**src/rtl/sahta_pkg.sv**
```systemverilog
// Shared types and constants for the set-associative hash table.
// Used by every module of the block but sahta_ram; depends on nothing.
package sahta_pkg;

    localparam int DEF_MAX_SETS = 1024;
    localparam int DEF_WAYS     = 4;

    localparam int KEY_W   = 64;
    localparam int SCORE_W = 32;
    localparam int DEPTH_W = 8;
    localparam int BOUND_W = 2;
    localparam int MOVE_W  = 32;
    localparam int GEN_W   = 16;
    localparam int CMD_W   = 2;
    localparam int CFG_W   = 11;
    localparam int AGE_SHIFT = 10;   // age weight of 1024

    localparam logic [CFG_W-1:0] CFG_RESET = 11'd1024;

    localparam logic signed [31:0] EMPTY_SCORE = 32'sd1000000000;
    localparam logic signed [31:0] START_SCORE = -32'sd1000000000;

    localparam logic [CMD_W-1:0] CMD_PROBE = 2'd0;
    localparam logic [CMD_W-1:0] CMD_STORE = 2'd1;
    localparam logic [CMD_W-1:0] CMD_CLEAR = 2'd2;

    typedef enum logic [1:0] {
        OP_PROBE,
        OP_STORE,
        OP_CLEAR,
        OP_NOP
    } op_t;

    typedef struct packed {
        logic [KEY_W-1:0]          key;
        logic [SCORE_W-1:0]        score_bits;
        logic signed [DEPTH_W-1:0] depth;
        logic [BOUND_W-1:0]        bound_kind;
        logic [MOVE_W-1:0]         move_code;
        logic [GEN_W-1:0]          generation;
    } entry_t;

    localparam int ENTRY_W = $bits(entry_t);

    typedef struct packed {
        op_t    op;
        entry_t entry;
    } item_t;

    // Queue handshake between front and back
    typedef struct packed {
        logic  valid;
        item_t item;
    } q_out_t;

endpackage

```
**src/rtl/sahta_mod.sv**
```systemverilog
// Bit-serial remainder unit: key modulo set count, one key bit per cycle.
// Depends on sahta_pkg.
module sahta_mod
    import sahta_pkg::*;
#(
    parameter int NW = 11
) (
    input  logic             clk,
    input  logic             rst_n,
    input  logic             start,
    input  logic [KEY_W-1:0] dividend,
    input  logic [NW-1:0]    divisor,
    output logic             done,
    output logic [NW-1:0]    remainder
);

    localparam int CW = $clog2(KEY_W);

    logic [KEY_W-1:0]         shift_reg;
    logic [NW-1:0]            rem_reg;
    logic [NW-1:0]            div_reg;
    logic [CW-1:0]            cnt_reg;
    logic                     busy_reg;
    logic                     done_reg;
    logic [NW:0]              trial;
    logic [NW:0]              rem_next;

    // One restoring step
    always_comb
    begin
        trial = {rem_reg, shift_reg[KEY_W-1]};
        if (trial >= {1'b0, div_reg})
        begin
            rem_next = trial - {1'b0, div_reg};
        end
        else
        begin
            rem_next = trial;
        end
    end

    assign done      = done_reg;
    assign remainder = rem_reg;

    always_ff @(posedge clk or negedge rst_n)
    begin
        if (!rst_n)
        begin
            busy_reg <= 1'b0;
            done_reg <= 1'b0;
            cnt_reg  <= '0;
        end
        else
        begin
            done_reg <= 1'b0;
            if (start)
            begin
                busy_reg <= 1'b1;
                cnt_reg  <= '0;
            end
            else if (busy_reg)
            begin
                cnt_reg <= cnt_reg + 1'b1;
                if (cnt_reg == CW'(KEY_W - 1))
                begin
                    busy_reg <= 1'b0;
                    done_reg <= 1'b1;
                end
            end
        end
    end

    // Load operands, then shift the key through
    always_ff @(posedge clk)
    begin
        if (start)
        begin
            shift_reg <= dividend;
            rem_reg   <= '0;
            div_reg   <= divisor;
        end
        else if (busy_reg)
        begin
            shift_reg <= {shift_reg[KEY_W-2:0], 1'b0};
            rem_reg   <= rem_next[NW-1:0];
        end
    end

endmodule

```
**config.mk**
```make
export PLATFORM = sky130hd
export DESIGN_NAME = sahta_mod
export DESIGN_NICKNAME = d
export VERILOG_FILES = /design/src/rtl/sahta_pkg.sv /design/src/rtl/sahta_mod.sv
export SDC_FILE = /design/constraint.sdc
export NUM_CORES = 1
export LEC_CHECK = 0
export ABC_AREA = 0
export BUFFER_PORTS_ARGS = -buffer_cell sky130_fd_sc_hd__buf_2
export CORE_MARGIN = 2
export CORE_UTILIZATION = 55
export CTS_CLUSTER_DIAMETER = 60
export DETAILED_ROUTE_END_ITERATION = 6
export MAX_ROUTING_LAYER = met4
export PLACE_DENSITY = 0.82
export SLEW_MARGIN = 20
export SYNTH_ARGS = -nofsm -noshare
export SYNTH_HDL_FRONTEND = slang
export SYNTH_SLANG_ARGS = --single-unit
```
**constraint.sdc**
```tcl
create_clock -name clk -period 2.8 [get_ports clk]
set_clock_uncertainty 0.1 [all_clocks]
set_input_delay 0.14 -clock clk [delete_from_list [all_inputs] [get_ports clk]]
set_output_delay 0.14 -clock clk [all_outputs]
set_load 0.005 [all_outputs]
```
==> run_results.csv <==
group,metric,value,unit
flow_run,cap_viol_max_count,0,
detailed_routing,via_per_inst,5.21,
global_route,grt_max_degree,43,
sta,final.min_clock_period,2.62,ns
cells_and_area,antenna_cells,0,
floorplanning,io_pins,90,
worst_setup_path,slowest_delay,0.42,ns
cells_and_area,drive_gt1_share,36.7,%
sta,min_period_over_period,93.7,%
global_route,use_met2,39.5,%
worst_setup_path,critical_path_arrival,2.74,ns
floorplanning,core_area,8090,sq um
floorplanning,floorplan.rows,33,
global_route,antenna_found_initial,0,
global_route,overflow,0,
detailed_routing,ant_nets,0,
cells_and_area,largest_register_ff_count,64,
logic_synthesis,yosys-top-cells-count,"edfxtp_1, mux2_2, nor2_1",
sta,hold_viol_final,0,
clock_network,cts_htree_levels,3,
worst_setup_path,cp_slowest_cell,"fa_1",
power_and_ir_drop,ir_worst_vdd,0.000419,V
logic_synthesis,ys_seq_area_share,59.3,%
clock_network,clk_latency,0.35,ns
worst_setup_path,start_kind,"flop",
cells_and_area,multi_input_area,1690,sq um
worst_setup_path,cp_cell_sequence,"inv_1 > ha_1 > fa_1 > nand2b_1 > a21oi_1 > o2111a_1 > or2_1 > buf_4 > mux2i_1 > a211oi_1",
global_route,grt_first_pass_wirelength,15.1,mm
logic_synthesis,yosysTopAreaCell,"edfxtp_1",
worst_setup_path,crit_fanout,13,
cells_and_area,area_delta_synth_final,33.0,%
global_route,track_usage,23.0,%
sta,setup_viol,0,
placed_design,place_congestion,0.884,
detailed_routing,firstDrtPassIters,4,
power_and_ir_drop,p_leak,2.58,nW
logic_synthesis,yosys_warnings,0,
logic_synthesis,synth-main-ff-cell,"edfxtp_1",
detailed_routing,wire_per_inst,16.1,um
sta,rsz0062_at_grt,"no",
global_route,met1_usage,28.2,%
sta,fin_setup_tns,0,ns
detailed_routing,dr.first_iter.drc_count,97,
logic_synthesis,yosys-top-cells-area,"edfxtp_1, mux2_2, dfxtp_1, dfrtp_1, ha_1",
worst_setup_path,end_kind,"flop",
sta,max_freq,381,MHz
cells_and_area,fillers,538,
worst_setup_path,worstSetupPathType,"flop to flop",
status,status,"completed",
logic_synthesis,ys_async_sr_fraction,8.51,%
worst_setup_path,required,2.91,ns
clock_network,cts.clk_slew.worst_paths,0.09,ns
detailed_routing,drt-total-wl,9.64,mm
logic_synthesis,syn_area_per_cell,13.8,sq um
logic_synthesis,syn-num-nets,417,
sta,fin_hold_ws,0.0123,ns
sta,tightest_slew,0.539,ns
logic_synthesis,syn_inst,326,
logic_synthesis,yosysMostFrequentCell,"edfxtp_1",
global_route,top_usage_layer,"met2",
detailed_routing,vias,3116,
clock_network,cts_buffers,9,
worst_hold_path,worstHoldPathCells,2,
placed_design,io_buffers,89,
logic_synthesis,synth_edf_count,75,
worst_hold_path,hold_class,"input pin to flop",
floorplanning,die_w,94.5,um
power_and_ir_drop,p_per_area,651,nW/um^2
global_route,gr-usage-met3,3.99,%
floorplanning,start_util,55.7,%
logic_synthesis,synth-seq-cells,94,
placed_design,hpwl,5.68,mm
floorplanning,die-area,8940,sq um
cells_and_area,regArea,2670,sq um
sta,timing.slew.headroom,64.0,%
worst_setup_path,r2r_cells,10,
clock_network,root_buffer,"clkbuf_8",
clock_network,cts_max_path_buffers,2,
clock_network,clock_sink_count,94,
logic_synthesis,ys_types,53,
cells_and_area,layout.nets,579,
logic_synthesis,synth_top_area_share,50.0,%
logic_synthesis,synth_area,4510,sq um
floorplanning,die_h,94.5,um
global_route,grt_pass1_vias,3203,
detailed_routing,drcViolationCount,0,
clock_network,cts_tree,"done",
sta,drv_slew,0,
report_power, final:
| group | leakage, nW | total [mW] | internal (mW) | switching [mW] |
|---|---|---|---|---|
| Combinational | 1.49 | 1.11 | 0.579 | 0.527 |
| Sequential | 0.982 | 1.80 | 1.70 | 0.107 |
| Clock | 0.110 | 0.994 | 0.507 | 0.487 |
| Total | 2.58 | 3.90 | 2.78 | 1.12 |
through the flow:
step | setup WS (ns) | power, mW | cell area (sq um) | cells | utilization, %
floorplan | 0.395 | 2.59 | 4510 | 326 | -
global placement | 0.303 | 2.80 | 5060 | 510 | 62.5
detailed placement | 0.205 | 2.84 | 5060 | 510 | 62.5
CTS | 0.191 | 3.90 | 6000 | 598 | 74.1
global route | 0.0161 | 4.12 | 6000 | 598 | 74.1
finish | 0.178 | 3.90 | 6000 | 598 | 74.1
timing repair:
item | in CTS | in global routing
buffers inserted | 0 | 0
resized for setup | 0 | 0
hold buffers | 72 | 0
hold endpoints to repair | 79 | 0
final timing paths:
check	start	endpoint	slack [ns]
min in group asynchronous	rst_n	cnt_reg[4]	0.05
worst min register to register	remainder[8]	remainder[8]	0.41
worst max register to register	shift_reg[63]	remainder[2]	0.18
max in group asynchronous	rst_n	busy_reg	2.38
worst min-delay path	dividend[55]	shift_reg[55]	0.01
worst max-delay path	shift_reg[63]	remainder[2]	0.18
placed cells by master, fill, tap and decap left out, drive strengths merged, types with 2 or more instances in the layout:
cell,instances
nand3b,2
o31ai,3
xnor2,4
nand3,2
nor2,29
dfxtp,11
and4b,2
xor2,4
a211oi,8
nand2,9
mux2i,7
and3,2
o21a,3
edfxtp,75
clkinv,2
nor3b,2
nand4,3
a21o,4
a21oi,6
inv,20
mux2,64
a41o,2
nand2b,2
and2,2
dfrtp,8
clkbuf,9
a211o,2
dlygate4sd3,72
bufinv,2
buf,94
ha,12
and2b,2
o21ai,7
critical path, delay by kind of cell (launching register included):
family / cells / cell delay, ns
AO/OA/AOI/OAI: 3 / 0.56
adder cells (fa/ha/maj): 2 / 0.65
buffers and inverters: 2 / 0.28
flip-flops: 1 / 0.33
multiplexers: 1 / 0.23
AND/OR/NAND/NOR: 2 / 0.34
routing by layer:
metal	vias to the layer above	routed length (um)
li1	1547	-
met1	1480	4140
met2	81	4980
met3	8	461
met4	0	58
met5	-	0
cell type report:
cell class / instances / area share (%)
Clock buffer: 9 / 2.07
Clock inverter: 7 / 1.56
Inverter: 17 / 1.06
Multi-Input combinational cell: 200 / 28.2
Sequential cell: 94 / 44.6
Tap cell: 105 / 2.19
Timing Repair Buffer: 166 / 20.3
cells by family (layout without fill, tap and decap cells):
group / after synthesis / count (layout) / share of synthesized area (%)
AO/OA/AOI/OAI: 43 / 43 / 7.19
XOR/XNOR: 8 / 8 / 1.55
adder cells (fa/ha/maj): 13 / 13 / 3.77
buffers and inverters: 32 / 199 / 3.16
flip-flops: 94 / 94 / 59.3
multiplexers: 71 / 71 / 17.6
AND/OR/NAND/NOR: 65 / 65 / 7.41
No activity file was read; power rests on OpenSTA's default activity.
