## src/rtl/sahta_ram.sv

```systemverilog
// Generic single-write, single-read RAM with registered read data.
// Standalone; no package needed.
module sahta_ram #(
    parameter int WIDTH = 8,
    parameter int DEPTH = 16
) (
    input  logic                                  clk,
    input  logic                                  we,
    input  logic [(DEPTH > 1 ? $clog2(DEPTH) : 1)-1:0] waddr,
    input  logic [WIDTH-1:0]                      wdata,
    input  logic [(DEPTH > 1 ? $clog2(DEPTH) : 1)-1:0] raddr,
    output logic [WIDTH-1:0]                      rdata
);

    logic [WIDTH-1:0] mem [DEPTH];

    // Write port and registered read port
    always_ff @(posedge clk)
    begin
        if (we)
        begin
            mem[waddr] <= wdata;
        end
        rdata <= mem[raddr];
    end

endmodule

```

## config.mk

```make
export PLATFORM = sky130hd
export DESIGN_NAME = sahta_ram
export DESIGN_NICKNAME = d
export VERILOG_FILES = /design/src/rtl/sahta_ram.sv
export SDC_FILE = /design/constraint.sdc
export NUM_CORES = 1
export LEC_CHECK = 0
export ABC_AREA = 1
export ABC_CLOCK_PERIOD_IN_PS = 1500
export BUFFER_PORTS_ARGS = -buffer_cell sky130_fd_sc_hd__buf_2
export CAP_MARGIN = 20
export CORE_AREA = 2 2 102 104
export CTS_CLUSTER_SIZE = 40
export DETAILED_ROUTE_END_ITERATION = 8
export DIE_AREA = 0 0 104 106
export PLACE_DENSITY = 0.76
export SYNTH_ARGS = -nofsm -noshare
export SYNTH_HDL_FRONTEND = slang
export SYNTH_SLANG_ARGS = --single-unit
```

## constraint.sdc

```tcl
create_clock -name clk -period 1.5 [get_ports clk]
set_input_delay 0.075 -clock clk [delete_from_list [all_inputs] [get_ports clk]]
set_output_delay 0.075 -clock clk [all_outputs]
set_load 0.005 [all_outputs]
```

==> run metrics, run 1 <==
status=finished clean; crit-path max cell delay=370 ps; Worst Hold Class=in2reg; min Tclk post-route=1100 ps; final hold violation count=0; vias=3889; TNS Setup=0 ps; die area=0.0110 mm^2; Mapped Area=0.00577 mm^2; Seq/Total Area, Yosys=69.4%; Worst Hold Depth=6; critical path required time=1420 ps; Final period util=73.4%; commonest cells in the netlist=173 x nand2_1, 128 x edfxtp_1, 100 x inv_1; total CTS buffers=17; fmax=0.908 GHz; core footprint=0.0100 mm^2; layout cell share with drive strength beyond 1=12.7%; number of diodes=0; Die Wd=104 um; initial core utilization=57.7%; vias in the first global route=3852; FFs w/ async S/R, synth=0%; Final Max Tran Viols=0; synthesized netlist net count=569; EDFF count, synth=128; cells on worst reg2reg path=6; first-pass GRT wire length=20900 um; area leader, netlist=edfxtp_1; Nets=619; startpoint types=flop; Overflow after GRT=0; IO buf count=25; Top Family by Delay on Critical Path=flip-flops; IO Count=26; Synth cell types=12; die span in y=106 um; Syn-to-layout area delta=17.1%; antenna-violating nets left=0; clk buf depth=2; crit-path max FO=1; global placer's final weighted congestion=0.823; vias per cell=5.19; CP cell instances=buf_2; actual slew at the worst max-slew pin=534 ps; Post-Synthesis Cells=551; number of fill cells in the layout=735; WP data arrival=1030 ps; Setup crit end kind=primary output; Reg clk slew, reported paths=60 ps; latest clock arrival within the worst-skew pair=530 ps; Max Clock Skew=6.59 ps; Max-Cap Viols=0; Synth area leaders=edfxtp_1 67%, nand2_1 11%, nand3_1 8.4%, inv_1 6.5%, dfxtp_1 2.8%; 1st-iter DRT viols=451; largest net degree at the start of global routing=65; CP max stage cell=dfxtp_1; Resized cells post-CTS=0; CP Depth=1; Num Clock Sinks=136; site row count=37; most numerous cell in the Yosys netlist=nand2_1; Finished Core Util=67.5%; Multi-input gate area=0.00121 mm^2; critical path class=reg2out; final WL=13000 um; P per Cell Area=1300 mW/mm^2; setup violators final=0; HPWL Detailed=7630 um; FF/Latch Area=0.00400 mm^2; First-pass DRT Iterations=5; Max H-tree Level=4; Root Buffer=clkbuf_8; gr usage total=25.8%; synth warn=0; Bufs and invs on worst path=1; syn_area_per_cell=10.5 um^2; DRC=0; RSZ-0062 raised after global routing=no; initial antenna violation count=0; Top FF cell, synth=edfxtp_1; WL per Instance=17.3 um; Leakage=2.94 nW; TritonCTS clock tree=yes; Yosys top cell area share=66.7%; Slew headroom=64.4%; post-synthesis register bit count=136; maximum vdd drop=0.666 mV
==> per-stage QoR <==
| stage | total power [mW] | std cells | area [um^2] | setup WS [ps] | hold slack, ps |
|---|---|---|---|---|---|
| finish | 8.78 | 750 | 6750 | 399 | 70.1 |
| global route | 9.04 | 750 | 6750 | 360 | 98.2 |
| floorplan | 4.65 | 551 | 5770 | 474 | 174 |
| detailed placement | 4.87 | 709 | 6090 | 293 | 450 |
| global placement | 4.85 | 709 | 6090 | 333 | 451 |
| CTS | 8.80 | 750 | 6750 | 390 | 47.8 |
==> worst paths after layout <==
check,startpoint,end,slack (ps)
min reg2reg,mem[14][7]$_DFFE_PP_,rdata[7]$_DFF_P_,670
max,rdata[4]$_DFF_P_,rdata[4],400
min,raddr[1],rdata[1]$_DFF_P_,70
max reg2reg,mem[6][6]$_DFFE_PP_,rdata[6]$_DFF_P_,440
==> metal layers <==
layer | share of wire, % | GRT usage, % | wire [um] | up-vias
met2 | 48 | 39.6 | 6220 | 197
li1 | - | - | - | 1874
met1 | 42 | 35.8 | 5510 | 1802
met3 | 8.1 | 6.87 | 1050 | 16
met4 | 1.5 | 9.46 | 189 | 0
met5 | 0 | 0 | 0 | -
==> cell usage in the layout, fill, tap and decap left out, types with 3 or more instances in the layout <==
cell	n
nand2_1	173
edfxtp_1	128
inv_1	100
nand3_1	97
buf_2	25
buf_4	18
nor2_1	17
clkbuf_16	16
dlygate4sd3_1	9
dfxtp_1	8
clkinv_4	4
clkinvlp_4	4
buf_12	3
==> kinds of logic after synthesis <==
logic type / count (synthesis) / synth area share (%)
DFF: 136 / 69.4
and+or+nand+nor: 289 / 21.0
buffers and inverters: 126 / 9.52
==> worst register-to-register path, cell delays in order, from the launching register on <==
cell	delay (ps)
edfxtp_1	380
inv_1	80
nand2_1	70
nand3_1	100
nand3_1	140
nand3_1	130
nand2_1	60
==> area by class of cell <==
cell class	instances	area share, %
Sequential cell	136	59.3
Multi-Input combinational cell	289	18.0
Clock buffer	18	6.19
Timing Repair Buffer	55	6.08
Inverter	102	5.67
Tap cell	136	2.52
Clock inverter	14	2.24
==> registers in the layout (all words and copies together) (netlist names) <==
signal	count
mem	128
rdata	8
==> where the power goes <==
group,internal [mW],switching [mW],total (mW)
combinational,0.173,0.370,0.544
clock,2.37,1.59,3.96
sequential,4.25,0.0262,4.27
total,6.79,1.99,8.78
==> timing repair <==
item / CTS / global route
hold endpoints to repair: 136 / 0
buffers inserted: 0 / 0
hold buffers: 9 / 0
(Power assumes the default switching activity.)
==> inputs of run 2 (changes only) <==
--- a/config.mk
+++ b/config.mk
@@ -6,7 +6,7 @@
 export NUM_CORES = 1
 export LEC_CHECK = 0
 export ABC_AREA = 1
-export ABC_CLOCK_PERIOD_IN_PS = 1500
+export ABC_CLOCK_PERIOD_IN_PS = 1080
 export BUFFER_PORTS_ARGS = -buffer_cell sky130_fd_sc_hd__buf_2
 export CAP_MARGIN = 20
 export CORE_AREA = 2 2 102 104
==> constraint.sdc (replaced) <==
create_clock -name clk -period 1.08 [get_ports clk]
set_input_delay 0.054 -clock clk [delete_from_list [all_inputs] [get_ports clk]]
set_output_delay 0.054 -clock clk [all_outputs]
set_load 0.005 [all_outputs]
==> run metrics, run 2 (synthesis gave the netlist of run 1 again) <==
gr usage total=24.1% (-1.6 points); Worst Hold Slack=106 ps (+35.9 ps); vias=3909 (+0.51%); total placed instance area=0.00616 mm^2 (+1.1%); M2 GR Usage=36.6% (-3.1 points); largest net degree at the start of global routing=55 (-15%); global placer's final weighted congestion=0.859 (+4.4%); Final period util=97.1%; IO buf count=25 (unchanged); maximum vdd drop=1.05 mV (+57%); HPWL Detailed=7560 um (-0.90%); IO Count=26 (unchanged); site row count=37 (unchanged); startpoint types=flop; fmax=0.953 GHz; top flop regs=mem: 128 flops, rdata: 8 flops; flip-flop count of the largest register after layout=128 (unchanged); post-layout instance area=0.00682 mm^2 (+1.0%); Worst Hold Class=in2reg; die span in y=106 um (unchanged); WL per Instance=16.4 um (-5.0%); Leakage=2.98 nW (+1.4%); Overflow after GRT=0 (unchanged); first-pass GRT wire length=19600 um (-6.0%); 1st-iter DRT viols=345 (-24%); Max Clock Skew=4.38 ps (-2.21 ps); crit-path max cell delay=360 ps (about the same); final WL=12400 um (-4.6%); clk buf depth=2 (unchanged); crit-path max FO=1 (unchanged); First-pass DRT Iterations=5 (unchanged); Max H-tree Level=4 (unchanged); Setup crit end kind=primary output; actual slew at the worst max-slew pin=387 ps (-147 ps); TritonCTS clock tree=yes; Num Clock Sinks=136 (unchanged); Post CTS Setup Buffer Count=0 (unchanged); busiest layer in global routing=met2; Nets=623 (+0.65%); antenna-violating nets left=0 (unchanged); GR Util met3=6.56% (-0.31 points); Die Wd=104 um (unchanged); P per Cell Area=1780 mW/mm^2 (+37%); CP cell instances=buf_2; critical path required time=1030 ps (-390 ps); Final Max Tran Viols=0 (unchanged); Max-Cap Viols=0 (unchanged); largest reg by FF count=mem; min Tclk post-route=1050 ps; vias per cell=5.19 (+0.11%); initial core utilization=57.7% (unchanged); Bufs and invs on worst path=1 (unchanged); latest clock arrival within the worst-skew pair=520 ps (about the same); Root Buffer=clkbuf_8; core footprint=0.0100 mm^2 (unchanged); most frequent cells in the layout=173 x nand2_1, 128 x edfxtp_1, 100 x inv_1; Reg clk slew, reported paths=60 ps (about the same); total CTS buffers=17 (unchanged); commonest non-fill, non-tap cell in the layout=nand2_1; die area=0.0110 mm^2 (unchanged); initial antenna violation count=0 (unchanged); Slew headroom=74.2% (+9.9 points); vias in the first global route=3799 (-1.4%); RSZ-0062 raised after global routing=no; final hold violation count=0 (unchanged); Syn-to-layout area delta=18.2%; Top Family by Delay on Critical Path=flip-flops; CP max stage cell=dfxtp_2; setup violators final=0 (unchanged); number of diodes=0 (unchanged); WP data arrival=990 ps (-40 ps); critical path class=reg2out; DRC=0 (unchanged); grt met1 use=32.0% (-3.8 points); layout cell share with drive strength beyond 1=13.1% (+0.42 points); status=finished clean
run 2: changes by cell type in the layout (fill, tap and decap cells not counted):
cell	delta
buf_12	+3
buf_4	+1
clkbuf_1	+3
clkbuf_8	+3
clkinv_1	-1
clkinv_2	+1
clkinv_4	-3
clkinvlp_4	-2
dfxtp_1	-1
dfxtp_2	+1
inv_6	-2
nand3_1	-1
nand3_2	+1
run 2: per-layer routing:
metal	part of all wire [%]	routed length (um)
met5	0	0
met4	4.0	493
met3	8.0	989
met2	47	5800
met1	41	5090
run 2: cell type report:
cell class	instances	area [um^2]
Clock inverter	7	93.8
Sequential cell	136	4010
Clock buffer	24	470
Timing Repair Buffer	59	478
Multi-Input combinational cell	289	1220
Tap cell	136	170
Fill cell	742	3180
Inverter	102	383
run 2: what timing repair did:
| action | 4_1_cts | 5_1_grt |
|---|---|---|
| resized for setup | 1 | 1 |
| endpoints found under the setup margin | 1 | 1 |
| hold buffers | 9 | 0 |
| hold endpoints to repair | 136 | 0 |
run 2: stage by stage:
stage	TNS (ps)	power, mW	cells	setup WS, ps	util, %
detailed placement	-209	6.79	713	-58.8	61.6
CTS	0	12.2	753	11.3	68.1
global placement	-14.9	6.76	713	-14.9	61.6
global route	0	12.5	753	0.963	68.2
finish	0	12.1	753	31.2	68.2
floorplan	0	6.46	551	75.2	-
run 2: worst paths after layout:
path | depth (start not counted) | start | to | slack, ps
setup reg to reg | 6 | mem[5][5]$_DFFE_PP_ | rdata[5]$_DFF_P_ | 80
hold reg to reg | 6 | mem[6][7]$_DFFE_PP_ | rdata[7]$_DFF_P_ | 680
setup / recovery | 1 | rdata[1]$_DFF_P_ | rdata[1] | 30
hold / removal | 5 | raddr[2] | rdata[1]$_DFF_P_ | 110
run 2: power by group:
group          internal (mW)  leakage [nW]  switching [mW]  total (mW)
sequential              5.90          1.22          0.0360        5.94
combinational          0.267          1.49           0.509       0.775
clock                   3.45         0.271            1.98        5.43
total                   9.62          2.98            2.52        12.1
==> inputs of run 3 (changes only) <==
==> config.mk (replaced) <==
export PLATFORM = sky130hd
export DESIGN_NAME = sahta_ram
export DESIGN_NICKNAME = d
export VERILOG_FILES = /design/src/rtl/sahta_ram.sv
export SDC_FILE = /design/constraint.sdc
export NUM_CORES = 1
export LEC_CHECK = 0
export ABC_AREA = 1
export ABC_CLOCK_PERIOD_IN_PS = 1000
export CAP_MARGIN = 20
export CORE_AREA = 2 2 102 104
export CTS_CLUSTER_SIZE = 40
export DETAILED_ROUTE_END_ITERATION = 8
export DIE_AREA = 0 0 104 106
export DONT_BUFFER_PORTS = 1
export PLACE_DENSITY = 0.74
export SYNTH_ARGS = -nofsm -noshare
export SYNTH_HDL_FRONTEND = slang
export SYNTH_SLANG_ARGS = --single-unit
==> constraint.sdc (replaced) <==
create_clock -name clk -period 1 [get_ports clk]
set_input_delay 0.05 -clock clk [delete_from_list [all_inputs] [get_ports clk]]
set_output_delay 0.05 -clock clk [all_outputs]
set_load 0.005 [all_outputs]
==> run metrics, run 3 (synthesis gave the netlist of run 1 again) <==
first-pass GRT wire length=19400 um (-1.4%); critical path required time=1410 ps (+380 ps); DRC=0 (unchanged); number of diodes=0 (unchanged); crit-path max cell delay=380 ps (+20 ps); Die Wd=104 um (unchanged); total CTS buffers=17 (unchanged); latest clock arrival within the worst-skew pair=520 ps (about the same); commonest non-fill, non-tap cell in the layout=nand2_1; crit-path max FO=1 (unchanged); Worst Hold Slack=-261 ps (-367 ps); global placer's final weighted congestion=0.886 (+3.2%); Nets=593 (-4.8%); fmax=1.03 GHz; Final period util=96.9%; vias in the first global route=3685 (-3.0%); vias=3819 (-2.3%); CP cell instances=inv_1 -> nand2_1 -> nand3_2 -> nand3_2 -> nand3_1 -> nand2_1; Top Family by Delay on Critical Path=simple AND/OR/NAND/NOR gates; 1st-iter DRT viols=347 (+0.58%); vias per cell=5.27 (+1.6%); Bufs and invs on worst path=1 (unchanged); site row count=37 (unchanged); grt met1 use=30.8% (-1.2 points); top flop regs=mem: 128 flops, rdata: 8 flops; final hold violation count=8 (+8); min Tclk post-route=969 ps; largest reg by FF count=mem; final WL=12700 um (+2.3%); P per Cell Area=1880 mW/mm^2 (+5.6%); Leakage=2.87 nW (-3.8%); WL per Instance=17.5 um (+6.4%); Max-Cap Viols=0 (unchanged); core footprint=0.0100 mm^2 (unchanged); IO Count=26 (unchanged); Setup crit end kind=flop; gr usage total=24.1% (-0.043 points); TNS Setup=0 ps (unchanged); critical path class=reg2reg; M2 GR Usage=40.0% (+3.4 points); Reg clk slew, reported paths=60 ps (about the same); largest net degree at the start of global routing=66 (+20%); number of fill cells in the layout=748 (+0.81%); Finished Core Util=66.5% (-1.7 points); die area=0.0110 mm^2 (unchanged); maximum vdd drop=1.40 mV (+33%); Worst Hold Class=in2reg; setup violators final=0 (unchanged); die span in y=106 um (unchanged); CP max stage cell=edfxtp_1; clk buf depth=2 (unchanged); actual slew at the worst max-slew pin=765 ps (+379 ps); IO buf count=0 (-100%); Final Max Tran Viols=0 (unchanged); initial core utilization=57.7% (unchanged); busiest layer in global routing=met2; flip-flop count of the largest register after layout=128 (unchanged); status=finished, violations left; startpoint types=flop; Slew headroom=48.8% (-25 points); antenna-violating nets left=0 (unchanged); Root Buffer=clkbuf_8; Max Clock Skew=7.44 ps (+3.06 ps); RSZ-0062 raised after global routing=yes; Power Total=12.5 mW (+3.1%); Overflow after GRT=0 (unchanged); HPWL Detailed=7180 um (-5.1%); Syn-to-layout area delta=15.4%; Max H-tree Level=4 (unchanged); Num Clock Sinks=136 (unchanged); WP data arrival=1380 ps (+390 ps); violated checks=hold timing; cts hold-fix bufs=9 (unchanged); initial antenna violation count=0 (unchanged); GR Util met3=5.82% (-0.74 points); First-pass DRT Iterations=6 (+1); TritonCTS clock tree=yes; layout cell share with drive strength beyond 1=10.7% (-2.4 points); most frequent cells in the layout=172 x nand2_1, 128 x edfxtp_1, 100 x inv_1
-- run 3: cell count changes in the layout (fill, tap and decap cells not counted), moves of 2 or more --
cell,before,now
clkinv_1,0,3
clkinv_2,2,5
clkbuf_8,4,1
nand3_2,1,15
nand3_1,96,82
buf_12,6,4
buf_2,25,0
buf_4,19,16
-- run 3: through the flow --
stage / instances / setup slack [ps] / instance area (um^2)
CTS: 724 / 6.01 / 6580
global route: 724 / -40.0 / 6650
detailed placement: 683 / -9.44 / 5970
global placement: 683 / 23.9 / 5970
finish: 724 / 31.1 / 6650
floorplan: 551 / -0.845 / 5770
-- run 3: routing by layer --
metal / up-vias / part of all wire (%) / routed length (um)
met5: - / 0 / 0
met4: 0 / 2.2 / 281
met3: 22 / 6.7 / 848
met2: 173 / 51 / 6450
met1: 1803 / 40 / 5080
li1: 1821 / - / -
-- run 3: cell type report --
class	instances	area, um^2	area share, %
Inverter	102	383	5.76
Clock inverter	11	82.6	1.24
Sequential cell	136	4000	60.2
Timing Repair Buffer	29	293	4.40
Clock buffer	21	429	6.45
Multi-Input combinational cell	289	1290	19.4
Tap cell	136	170	2.56
-- run 3: worst paths after layout --
path / end / slack, ps / cells past startpoint / start
setup / recovery: rdata[2]$_DFF_P_ / 30 / 6 / mem[8][2]$_DFFE_PP_
hold / removal: rdata[4]$_DFF_P_ / -260 / 3 / raddr[2]
setup reg to reg: rdata[2]$_DFF_P_ / 30 / 6 / mem[8][2]$_DFFE_PP_
hold reg to reg: rdata[4]$_DFF_P_ / 670 / 6 / mem[14][4]$_DFFE_PP_
-- run 3: repair_timing --
item | CTS | global route
gates resized for setup | 1 | 16
endpoints found under the setup margin | 1 | 8
pin swaps | 0 | 2
buffers inserted | 0 | 0
endpoints found under the hold margin | 136 | 8
-- run 3: report_power, final --
| part | total (mW) | switching, mW | internal [mW] |
|---|---|---|---|
| clock network | 5.41 | 2.17 | 3.24 |
| logic | 0.683 | 0.452 | 0.231 |
| registers | 6.42 | 0.0468 | 6.38 |
-- run 3: worst register-to-register path: cells and delay by family (launching register included) --
family / cells / cell delay, ps
and+or+nand+nor: 5 / 410
buffers and inverters: 1 / 80
DFF: 1 / 380
