[config.mk]
export PLATFORM = sky130hd
export DESIGN_NAME = sahta_front
export DESIGN_NICKNAME = d
export VERILOG_FILES = /design/src/rtl/sahta_pkg.sv /design/src/rtl/sahta_front.sv
export SDC_FILE = /design/constraint.sdc
export NUM_CORES = 1
export LEC_CHECK = 0
export ABC_AREA = 1
export BUFFER_PORTS_ARGS = -buffer_cell sky130_fd_sc_hd__buf_2
export CAP_MARGIN = 20
export CORE_ASPECT_RATIO = 1.75
export CORE_MARGIN = 1.5
export CORE_UTILIZATION = 35
export DETAILED_ROUTE_END_ITERATION = 10
export GPL_ROUTABILITY_DRIVEN = 0
export GPL_TIMING_DRIVEN = 1
export PLACE_DENSITY_LB_ADDON = 0.1
export SETUP_SLACK_MARGIN = 0.02
export SLEW_MARGIN = 10
export SYNTH_ARGS = -nofsm -noshare
export SYNTH_HDL_FRONTEND = slang
export SYNTH_SLANG_ARGS = --single-unit
[constraint.sdc]
create_clock -name clk -period 7.19 [get_ports clk]
set_clock_uncertainty 0.1 [all_clocks]
set_input_delay 0.719 -clock clk [delete_from_list [all_inputs] [get_ports clk]]
set_output_delay 0.719 -clock clk [all_outputs]
set_load 0.01 [all_outputs]
[src/rtl/sahta_pkg.sv]
// Shared types and constants for the set-associative hash table.
// Used by every module of the block but sahta_ram; depends on nothing.
package sahta_pkg;

    localparam int DEF_MAX_SETS = 1024;
    localparam int DEF_WAYS     = 4;

    localparam int KEY_W   = 64;
    localparam int SCORE_W = 32;
    localparam int DEPTH_W = 8;
    localparam int BOUND_W = 2;
    localparam int MOVE_W  = 32;
    localparam int GEN_W   = 16;
    localparam int CMD_W   = 2;
    localparam int CFG_W   = 11;
    localparam int AGE_SHIFT = 10;   // age weight of 1024

    localparam logic [CFG_W-1:0] CFG_RESET = 11'd1024;

    localparam logic signed [31:0] EMPTY_SCORE = 32'sd1000000000;
    localparam logic signed [31:0] START_SCORE = -32'sd1000000000;

    localparam logic [CMD_W-1:0] CMD_PROBE = 2'd0;
    localparam logic [CMD_W-1:0] CMD_STORE = 2'd1;
    localparam logic [CMD_W-1:0] CMD_CLEAR = 2'd2;

    typedef enum logic [1:0] {
        OP_PROBE,
        OP_STORE,
        OP_CLEAR,
        OP_NOP
    } op_t;

    typedef struct packed {
        logic [KEY_W-1:0]          key;
        logic [SCORE_W-1:0]        score_bits;
        logic signed [DEPTH_W-1:0] depth;
        logic [BOUND_W-1:0]        bound_kind;
        logic [MOVE_W-1:0]         move_code;
        logic [GEN_W-1:0]          generation;
    } entry_t;

    localparam int ENTRY_W = $bits(entry_t);

    typedef struct packed {
        op_t    op;
        entry_t entry;
    } item_t;

    // Queue handshake between front and back
    typedef struct packed {
        logic  valid;
        item_t item;
    } q_out_t;

endpackage

[src/rtl/sahta_front.sv]
// Front end: accepts input words, decodes the command and queues them.
// Depends on sahta_pkg.
module sahta_front
    import sahta_pkg::*;
(
    input  logic               clk,
    input  logic               rst_n,
    input  logic               s_axis_tvalid,
    output logic               s_axis_tready,
    input  logic [159:0]       s_axis_tdata,
    input  logic [CMD_W-1:0]   s_axis_tuser,
    input  logic               hold,
    output q_out_t             q_out,
    input  logic               q_pop
);

    item_t      ent_reg [2];
    logic       wptr_reg, rptr_reg;
    logic [1:0] cnt_reg;
    item_t      in_item;
    logic       push;

    // Unpack the word fields and decode the command into an operation
    always_comb
    begin
        in_item.entry.key        = s_axis_tdata[63:0];
        in_item.entry.score_bits = s_axis_tdata[95:64];
        in_item.entry.depth      = s_axis_tdata[103:96];
        in_item.entry.bound_kind = s_axis_tdata[105:104];
        in_item.entry.move_code  = s_axis_tdata[137:106];
        in_item.entry.generation = s_axis_tdata[153:138];
        case (s_axis_tuser)
            CMD_PROBE: in_item.op = OP_PROBE;
            CMD_STORE: in_item.op = OP_STORE;
            CMD_CLEAR: in_item.op = OP_CLEAR;
            default:   in_item.op = OP_NOP;
        endcase
    end

    assign s_axis_tready = (cnt_reg != 2'd2) && !hold;
    assign push          = s_axis_tvalid && s_axis_tready;
    assign q_out.valid   = (cnt_reg != 2'd0);
    assign q_out.item    = ent_reg[rptr_reg];

    // Advance the two-entry queue
    always_ff @(posedge clk or negedge rst_n)
    begin
        if (!rst_n)
        begin
            wptr_reg <= 1'b0;
            rptr_reg <= 1'b0;
            cnt_reg  <= 2'd0;
        end
        else
        begin
            if (push)
            begin
                wptr_reg <= !wptr_reg;
            end
            if (q_pop)
            begin
                rptr_reg <= !rptr_reg;
            end
            cnt_reg <= cnt_reg + 2'(push) - 2'(q_pop);
        end
    end

    always_ff @(posedge clk)
    begin
        if (push)
        begin
            ent_reg[wptr_reg] <= in_item;
        end
    end

endmodule

==> results of run 1 <==
-- power by group --
group	internal (mW)	switching, mW	leakage (nW)
clock network	0.888	0.665	0.472
logic	0.558	1.05	2.90
registers	2.29	0.0782	2.90
total	3.73	1.79	6.27
-- how the worst max path moves through the flow --
stage,end,slack (ps),depth (start not counted)
floorplan,ent_reg[1][0],1670,3
global placement,ent_reg[0][76],3810,5
detailed placement,ent_reg[0][76],3860,5
CTS,q_out[24],3650,3
global route,q_out[78],3670,4
finish,q_out[139],3880,4
-- stage by stage --
step           setup slack (ps)  area, um^2  power (mW)
3_3_place_gp               3810       14000        4.05
4_1_cts                    3650       15000        5.64
6_report                   3880       15000        5.53
5_1_grt                    3670       15000        5.86
3_5_place_dp               3860       14000        4.06
2_1_floorplan              1670       12200        3.52
-- synthesized netlist by cell type, drive strengths merged --
cell and count:
nand2 165, nor2 1, dfrtp 4, o21ai 156, edfxtp 312, ha 2
buf 31, clkbuf 6, nand3 2, xor2 1, nand4 1, inv 164
a21oi 1
-- metal layers --
metal / track usage (%) / vias up / wire [um]
met5: 0 / - / 13
met4: 5.42 / 2 / 731
met3: 3.76 / 42 / 1920
met2: 26.9 / 205 / 14300
met1: 13.8 / 3332 / 8600
li1: - / 3522 / -
-- worst max-delay path: cells and delay by family (launching register included) --
family,cells,cell delay [ps]
buffers and inverters,2,770
DFF,1,690
and+or+nand+nor,1,140
AOI/OAI and AO/OA,1,110
-- kinds of logic (layout without fill, tap and decap cells) --
kind of cell | count (synthesis) | in the layout | synth area share, %
flip-flops | 316 | 316 | 77.9
buffers and inverters | 201 | 544 | 8.00
AND/OR/NAND/NOR | 169 | 169 | 5.26
AO/OA/AOI/OAI | 157 | 157 | 8.56
adder cells (fa/ha/maj) | 2 | 2 | 0.206
XOR/XNOR | 1 | 1 | 0.0721
other | 0 | 3 | 0
-- final cells by class --
class	instances	area, um^2	area share [%]
sequential	316	9470	63.0
multi-input combinational	329	1720	11.4
timing repair buffer	324	1680	11.2
clock buffer	35	791	5.26
inverter	164	621	4.13
tap	460	576	3.83
clock inverter	21	170	1.13
antenna	3	7.51	0.0499
-- what timing repair did --
| action | in CTS | in global routing |
|---|---|---|
| setup endpoints to repair | 0 | 0 |
| hold endpoints to repair | 4 | 0 |
| hold buffers | 1 | 0 |
==> metrics.md, run 1 <==
| Metric | Value |
|---|---|
| DRT Pass-1 Iters | 4 |
| Later-pin clock latency in the skew report | 570 ps |
| Crit. End Element | output pin |
| Die Y | 250 um |
| Min-Delay Endpoint | ent_reg[0][98] |
| Sequential element share of the synthesized area | 77.9% |
| Setup repair bufs after CTS | 0 |
| Layout cells sized above 1 | 36.7% |
| Worst Setup SP | rptr_reg |
| CTS Root Cell | clkbuf_16 |
| P_leak | 6.27 nW |
| Clock Path Buffers | 3 |
| Post-route DRC | 0 |
| Final ANT Viol Nets | 0 |
| Gate Count Post-Synth | 846 |
| Largest register FFs | 312 |
| Die area | 35900 um^2 |
| Fillcell total | 3226 |
| CTS tree | built |
| Peak supply drop | 0.314 mV |
| Status | finished, final reports clean |
| Area contributors post-synth | edfxtp_1 77%, nand2_1 5.1%, inv_1 5.1%, o21ai_2 4.9%, buf_6 2.3% |
| Reg clk slew, reported paths | 70 ps |
| F_max | 302 MHz |
| CP max stage cell | dfrtp_4 |
| Initial Utilization | 35.4% |
| Avg Inst Size Synth | 14.4 um^2 |
| Critical hold path startpoint | s_axis_tdata[8] |
| Worst reg2reg startpoint | wptr_reg |
| R2R cell count | 4 |
| FP Rows | 90 |
| Total Wirelength | 25500 um |
| Reg2Reg Setup Slack | 4390 ps |
| Vias/cell | 4.30 |
| Largest area contributor in the synthesized netlist | edfxtp_1 |
| I/O pin count | 325 |
| Post-detail-place hpwl | 16500 um |
| Routed len/inst | 15.5 um |
| Chip Width | 144 um |
| Critical path class | flip-flop to output pin |
| Post-synthesis cell type count | 17 |
| Area growth syn-to-layout | 23.8% |
| Worst-Margin Slew | 946 ps |
| Most common cell after layout, fill and taps aside | buf_2 |
| Final setup viols | 0 |
| Post-Syn Area | 12200 um^2 |
| Yosys top cell area share | 77.1% |
| Nets | 1334 |
| Setup crit start kind | flip-flop |
| Slew margin rel. | 36.9% |
| Fin crit share | 46.1% |
| Starting DRT DRC Count | 295 |
| IO Port Bufs | 318 |
| Seq cells post-synth | 316 |
| Minimum clock period | 3310 ps |
| Critical Path Fanout Max | 174 |
| Slew Limit Fails | 0 |
| Placed insts | 1591 |
| CP cell instances | buf_12 > nand2_1 > o21ai_2 > buf_2 |
| Non-filler cells, final | 1652 |
| # resized after CTS | 0 |
| Via count | 7103 |
| PD cells | 367 nW/um^2 |
| Initial antenna violation count | 4 |
| MaxCap Viol Count | 0 |
| Fin. Hold Viols | 0 |
| CP required | 6370 ps |
| Commonest cells after routing, fill and taps aside | 318 x buf_2, 312 x edfxtp_1, 165 x nand2_1 |
| Arr. time, crit path | 2490 ps |
| Hold path cells | 1 |
| Setup TNS | 0 ps |
| Vias in the first global route | 6854 |
| Hold slack | 235 ps |
| Final Util | 43.8% |
| Syn_nets | 1015 |
| Gr ovfl total | 0 |
| Total number of yosys warnings | 0 |
| CORE AREA | 34300 um^2 |
| R2R Path End | ent_reg[0][78] |
| First-pass GRT wire length | 38000 um |
| Gr usage total | 14.0% |
| Clock buffer count from CTS | 30 |
| Hold Crit Class | input port to flip-flop |
| Largest net degree at the start of global routing | 175 |
| Clk sinks | 316 |
| Htree depth | 1 |
| RSZ-0062 raised after global routing | no |
| Crit-path max cell delay | 690 ps |
No activity file was read; power rests on OpenSTA's default activity.
==> inputs of run 2 (changes only) <==
Clock period 7.19 ns to 3.38 ns, I/O delays scaled along.
==> run 2 against run 1 <==
Wire length grew 3.5%. Design area up 12%. Non-clock buffer count grew 167. Sequential power up 110%. Utilization is 5.3 points higher. Power rose by 120%. Worst setup slack got worse by 3100 ps. Sequential share of layout area decreased by 6.8 points. Critical path type unchanged. Largest power group unchanged. Highest routed layer is now met4.
==> metrics.md, run 2 (synthesis gave the netlist of run 1 again) <==
| Metric | Value |
|---|---|
| Status | finished, final reports clean |
| Hold Crit Class | input port to flip-flop |
| Layout cells sized above 1 | 33.3% |
| Vias in the first global route | 7764 |
| Slew margin rel. | 45.7% |
| P_leak | 7.04 nW |
| Area growth syn-to-layout | 38.7% |
| Gr usage total | 14.6% |
| Clock buffer count from CTS | 30 |
| Minimum clock period | 2590 ps |
| Fillcell total | 3116 |
| Largest net degree at the start of global routing | 129 |
| First-pass GRT wire length | 40500 um |
| Fin crit share | 76.7% |
| FP Rows | 90 |
| Vias/cell | 4.22 |
| Largest register FFs | 312 |
| Arr. time, crit path | 2160 ps |
| Fin. Hold Viols | 0 |
| Crit. End Element | output pin |
| Die area | 35900 um^2 |
| I/O pin count | 325 |
| Critical path class | flip-flop to output pin |
| CTS Root Cell | clkbuf_16 |
| Worst-Margin Slew | 814 ps |
| Initial antenna violation count | 1 |
| Pint | 8.53 mW |
| Slew Limit Fails | 0 |
| Setup repair bufs after CTS | 0 |
| Final ANT Viol Nets | 0 |
| Initial Utilization | 35.4% |
| Nets | 1501 |
| Post-route cell area | 16900 um^2 |
| Reg clk slew, reported paths | 60 ps |
| Sequential Power Share | 40.5% |
| Dpl cell area | 14200 um^2 |
| Starting DRT DRC Count | 323 |
| CP max stage cell | dfrtp_4 |
| Peak supply drop | 0.643 mV |
| Htree depth | 1 |
| Switching Fraction | 31.2% |
| Clock power frac | 29.7% |
| Commonest cells after routing, fill and taps aside | 318 x buf_2, 312 x edfxtp_1, 164 x nand2_1 |
| Chip Width | 144 um |
| Final setup viols | 0 |
| CP cell instances | buf_12 > nand2_1 > o21ai_1 > buf_2 |
| Clk sinks | 316 |
| CP required | 2940 ps |
| Post-detail-place hpwl | 17300 um |
| Most common cell after layout, fill and taps aside | buf_2 |
| Total power | 12.4 mW |
| DRT Pass-1 Iters | 4 |
| Routed len/inst | 14.5 um |
| F_max | 386 MHz |
| Via count | 7669 |
| Setup crit start kind | flip-flop |
| MaxCap Viol Count | 0 |
| Total Wirelength | 26400 um |
| IO Port Bufs | 318 |
| PD cells | 735 nW/um^2 |
| CORE AREA | 34300 um^2 |
| CTS tree | built |
| Post-route DRC | 0 |
| Crit-path max cell delay | 650 ps |
| Combinational share of power | 29.8% |
| Die Y | 250 um |
| RSZ-0062 raised after global routing | no |
| Later-pin clock latency in the skew report | 550 ps |
| Clock Path Buffers | 3 |
| P_sw | 3.86 mW |
| Gr ovfl total | 0 |
| Critical Path Fanout Max | 113 |
-- run 2: worst max-delay path: cells and delay by family, from the launching register on --
family | cells | cell delay (ps)
AOI/OAI and AO/OA | 1 | 120
buffers and inverters | 2 | 570
DFF | 1 | 650
and+or+nand+nor | 1 | 100
-- run 2: power by group through the flow --
stage / logic, mW / clock network, mW / registers (mW)
floorplan: 2.41 / 0 / 5.06
global placement: 3.64 / 0 / 5.09
detailed placement: 3.66 / 0 / 5.11
CTS: 3.82 / 3.80 / 5.02
global route: 4.12 / 3.94 / 5.07
finish: 3.70 / 3.68 / 5.02
-- run 2: final cells by class --
cell class	count	area (um^2)	share of cell area, %
sequential	316	9470	56.2
clock buffer	42	847	5.02
timing repair buffer	491	3380	20.0
tap	460	576	3.41
inverter	164	619	3.67
clock inverter	14	243	1.44
multi-input combinational	329	1730	10.3
antenna	1	2.50	0.0148
-- run 2: repair_timing --
| item | 4_1_cts | 5_1_grt |
|---|---|---|
| resized for setup | 0 | 0 |
| hold endpoints to repair | 317 | 0 |
| hold buffers | 159 | 0 |
| setup endpoints to repair | 0 | 0 |
-- run 2: path summary, 6_finish.rpt --
check	end	startpoint	depth (start not counted)	slack [ps]
setup / recovery	q_out[118]	rptr_reg	4	790
hold / removal	wptr_reg	s_axis_tvalid	3	40
setup reg to reg	ent_reg[0][29]	cnt_reg[1]	4	1360
hold reg to reg	wptr_reg	wptr_reg	2	380
max in group asynchronous	rptr_reg	rst_n	3	2360
min in group asynchronous	rptr_reg	rst_n	3	610
-- run 2: stage by stage --
step	setup TNS, ps	instances	hold WS (ps)	setup slack, ps	util, %
CTS	0	1816	9.70	770	49.1
detailed placement	0	1601	56.2	1280	41.3
global placement	0	1601	52.8	1260	41.3
finish	0	1817	35.8	787	49.1
global route	0	1817	47.3	640	49.1
floorplan	-19800	846	-57.6	-74.2	-
-- run 2: layer usage --
metal / global-route usage [%] / part of all wire (%)
met5: 0 / 0
met4: 5.45 / 3.0
met3: 3.17 / 6.2
met2: 28.3 / 55
met1: 14.8 / 35
==> inputs of run 3 (changes only) <==
Clock period 3.38 ns to 2.5 ns, I/O delays scaled along.
==> run 3 against run 2 <==
Register-to-register slack worse by 930 ps. Combinational power up 45%. Critical path depth unchanged. Non-clock buffer count up 18. First-iteration DRC count down 20%. Die area unchanged. Critical endpoint is now q_out[17]. Count of clock-buffer cells in the layout down 4. Clock power up 23%.
==> metrics.md, run 3 (synthesis gave the netlist of run 1 again) <==
| Metric | Value |
|---|---|
| Htree depth | 1 |
| Gr ovfl total | 0 |
| Critical path class | flip-flop to output pin |
| Worst Path Buf+Inv | 3 |
| Fin. Hold Viols | 0 |
| Pint | 11.4 mW |
| F_max | 427 MHz |
| Crit. End Element | output pin |
| Die Y | 250 um |
| Vias/cell | 4.30 |
| PD cells | 982 nW/um^2 |
| CP cell instances | clkbuf_16 > buf_16 > o21ai_0 > buf_2 |
| Switching Fraction | 32.0% |
| Hold Crit Class | input port to flip-flop |
| Initial antenna violation count | 2 |
| Gr usage total | 15.0% |
| Routed len/inst | 14.9 um |
| Fin worst setup slack | 158 ps |
| RSZ-0062 raised after global routing | no |
| I/O pin count | 325 |
| Final Util | 49.5% |
| CORE AREA | 34300 um^2 |
| Vias in the first global route | 8041 |
| Arr. time, crit path | 1990 ps |
| Largest net degree at the start of global routing | 59 |
| Initial Utilization | 35.4% |
| Largest register FFs | 312 |
| Most common cell after layout, fill and taps aside | buf_2 |
| Via count | 7885 |
| Cell family with most CP delay | flip-flops |
| P_leak | 7.11 nW |
| Post-detail-place hpwl | 18300 um |
| Reg clk slew, reported paths | 60 ps |
| Final ANT Viol Nets | 0 |
| CP max stage cell | dfrtp_4 |
| DP Worst Slack | 563 ps |
| Starting DRT DRC Count | 260 |
| Critical Path Fanout Max | 19 |
| Crit-path max cell delay | 620 ps |
| Clock power frac | 27.2% |
| CTS Root Cell | clkbuf_16 |
| Status | finished, final reports clean |
| Commonest cells after routing, fill and taps aside | 318 x buf_2, 312 x edfxtp_1, 164 x nand2_1 |
| Peak supply drop | 0.828 mV |
| Minimum clock period | 2340 ps |
| P_sw | 5.34 mW |
| Fin crit share | 93.7% |
| Clk sinks | 316 |
| Clock Path Buffers | 3 |
| Post-route DRC | 0 |
| Fillcell total | 3095 |
| Post-route cell area | 17000 um^2 |
| Total power | 16.7 mW |
| CTS tree | built |
| Setup crit start kind | flip-flop |
| # resized after CTS | 0 |
| Nets | 1519 |
| MaxCap Viol Count | 0 |
| Dpl cell area | 14300 um^2 |
| Slew Limit Fails | 0 |
| DRT Pass-1 Iters | 4 |
| CP required | 2150 ps |
| IO Port Bufs | 318 |
| Slew margin rel. | 76.3% |
| Final setup viols | 0 |
| Combinational share of power | 32.2% |
| Clock buffer count from CTS | 30 |
| Layout cells sized above 1 | 33.6% |
| Chip Width | 144 um |
| Die area | 35900 um^2 |
| Area growth syn-to-layout | 39.9% |
| Later-pin clock latency in the skew report | 550 ps |
| First-pass GRT wire length | 41500 um |
| Total Wirelength | 27400 um |
| Worst-Margin Slew | 355 ps |
| FP Rows | 90 |
| Sequential Power Share | 40.6% |
[run 3: what timing repair did]
item                       CTS  global route
hold endpoints to repair   318             0
pin swaps                    0             0
setup buffers                1             1
hold buffers               162             0
setup endpoints to repair   29             8
[run 3: final timing paths]
kind	depth (start not counted)	slack, ps	from	to
setup / recovery	4	160	rptr_reg	q_out[17]
hold / removal	7	240	hold	cnt_reg[1]
setup reg to reg	6	430	cnt_reg[1]	wptr_reg
hold reg to reg	1	420	cnt_reg[0]	cnt_reg[0]
max in group asynchronous	3	1610	rst_n	rptr_reg
min in group asynchronous	3	490	rst_n	cnt_reg[0]
[run 3: layer usage]
layer | vias to the layer above | GRT usage, % | share of wire (%)
met4 | 0 | 5.39 | 2.6
met2 | 230 | 29.7 | 57
met1 | 3728 | 14.7 | 34
met3 | 43 | 3.26 | 6.3
met5 | - | 0 | 0
li1 | 3884 | - | -
[run 3: through the flow]
step | setup TNS, ps | hold slack (ps) | std cells
detailed placement | 0 | -36.1 | 1614
finish | 0 | 239 | 1835
global placement | 0 | -37.4 | 1614
global route | 0 | 273 | 1835
floorplan | -294360 | -146 | 846
CTS | 0 | 213 | 1832
[run 3: layout make-up]
| type | count | area [um^2] | share of cell area [%] |
|---|---|---|---|
| Sequential cell | 316 | 9470 | 55.7 |
| Clock inverter | 17 | 183 | 1.07 |
| Timing Repair Buffer | 509 | 3620 | 21.3 |
| Clock buffer | 38 | 802 | 4.72 |
| Multi-Input combinational cell | 329 | 1730 | 10.2 |
| Antenna cell | 2 | 5.00 | 0.0294 |
| Tap cell | 460 | 576 | 3.38 |
| Inverter | 164 | 619 | 3.64 |
[run 3: worst reg2reg max path, delay by kind of cell, from the launching register on]
family / cells / cell delay, ps
DFF: 1 / 410
and+or+nand+nor: 4 / 300
buffers and inverters: 2 / 1140
[run 3: power by group through the flow]
| stage | clock network [mW] | logic (mW) | registers (mW) |
|---|---|---|---|
| 2_1_floorplan | 0 | 3.26 | 6.84 |
| 3_3_place_gp | 0 | 5.06 | 6.94 |
| 3_5_place_dp | 0 | 5.10 | 6.96 |
| 4_1_cts | 4.71 | 5.46 | 6.82 |
| 5_1_grt | 4.88 | 5.99 | 6.84 |
| 6_report | 4.54 | 5.38 | 6.78 |
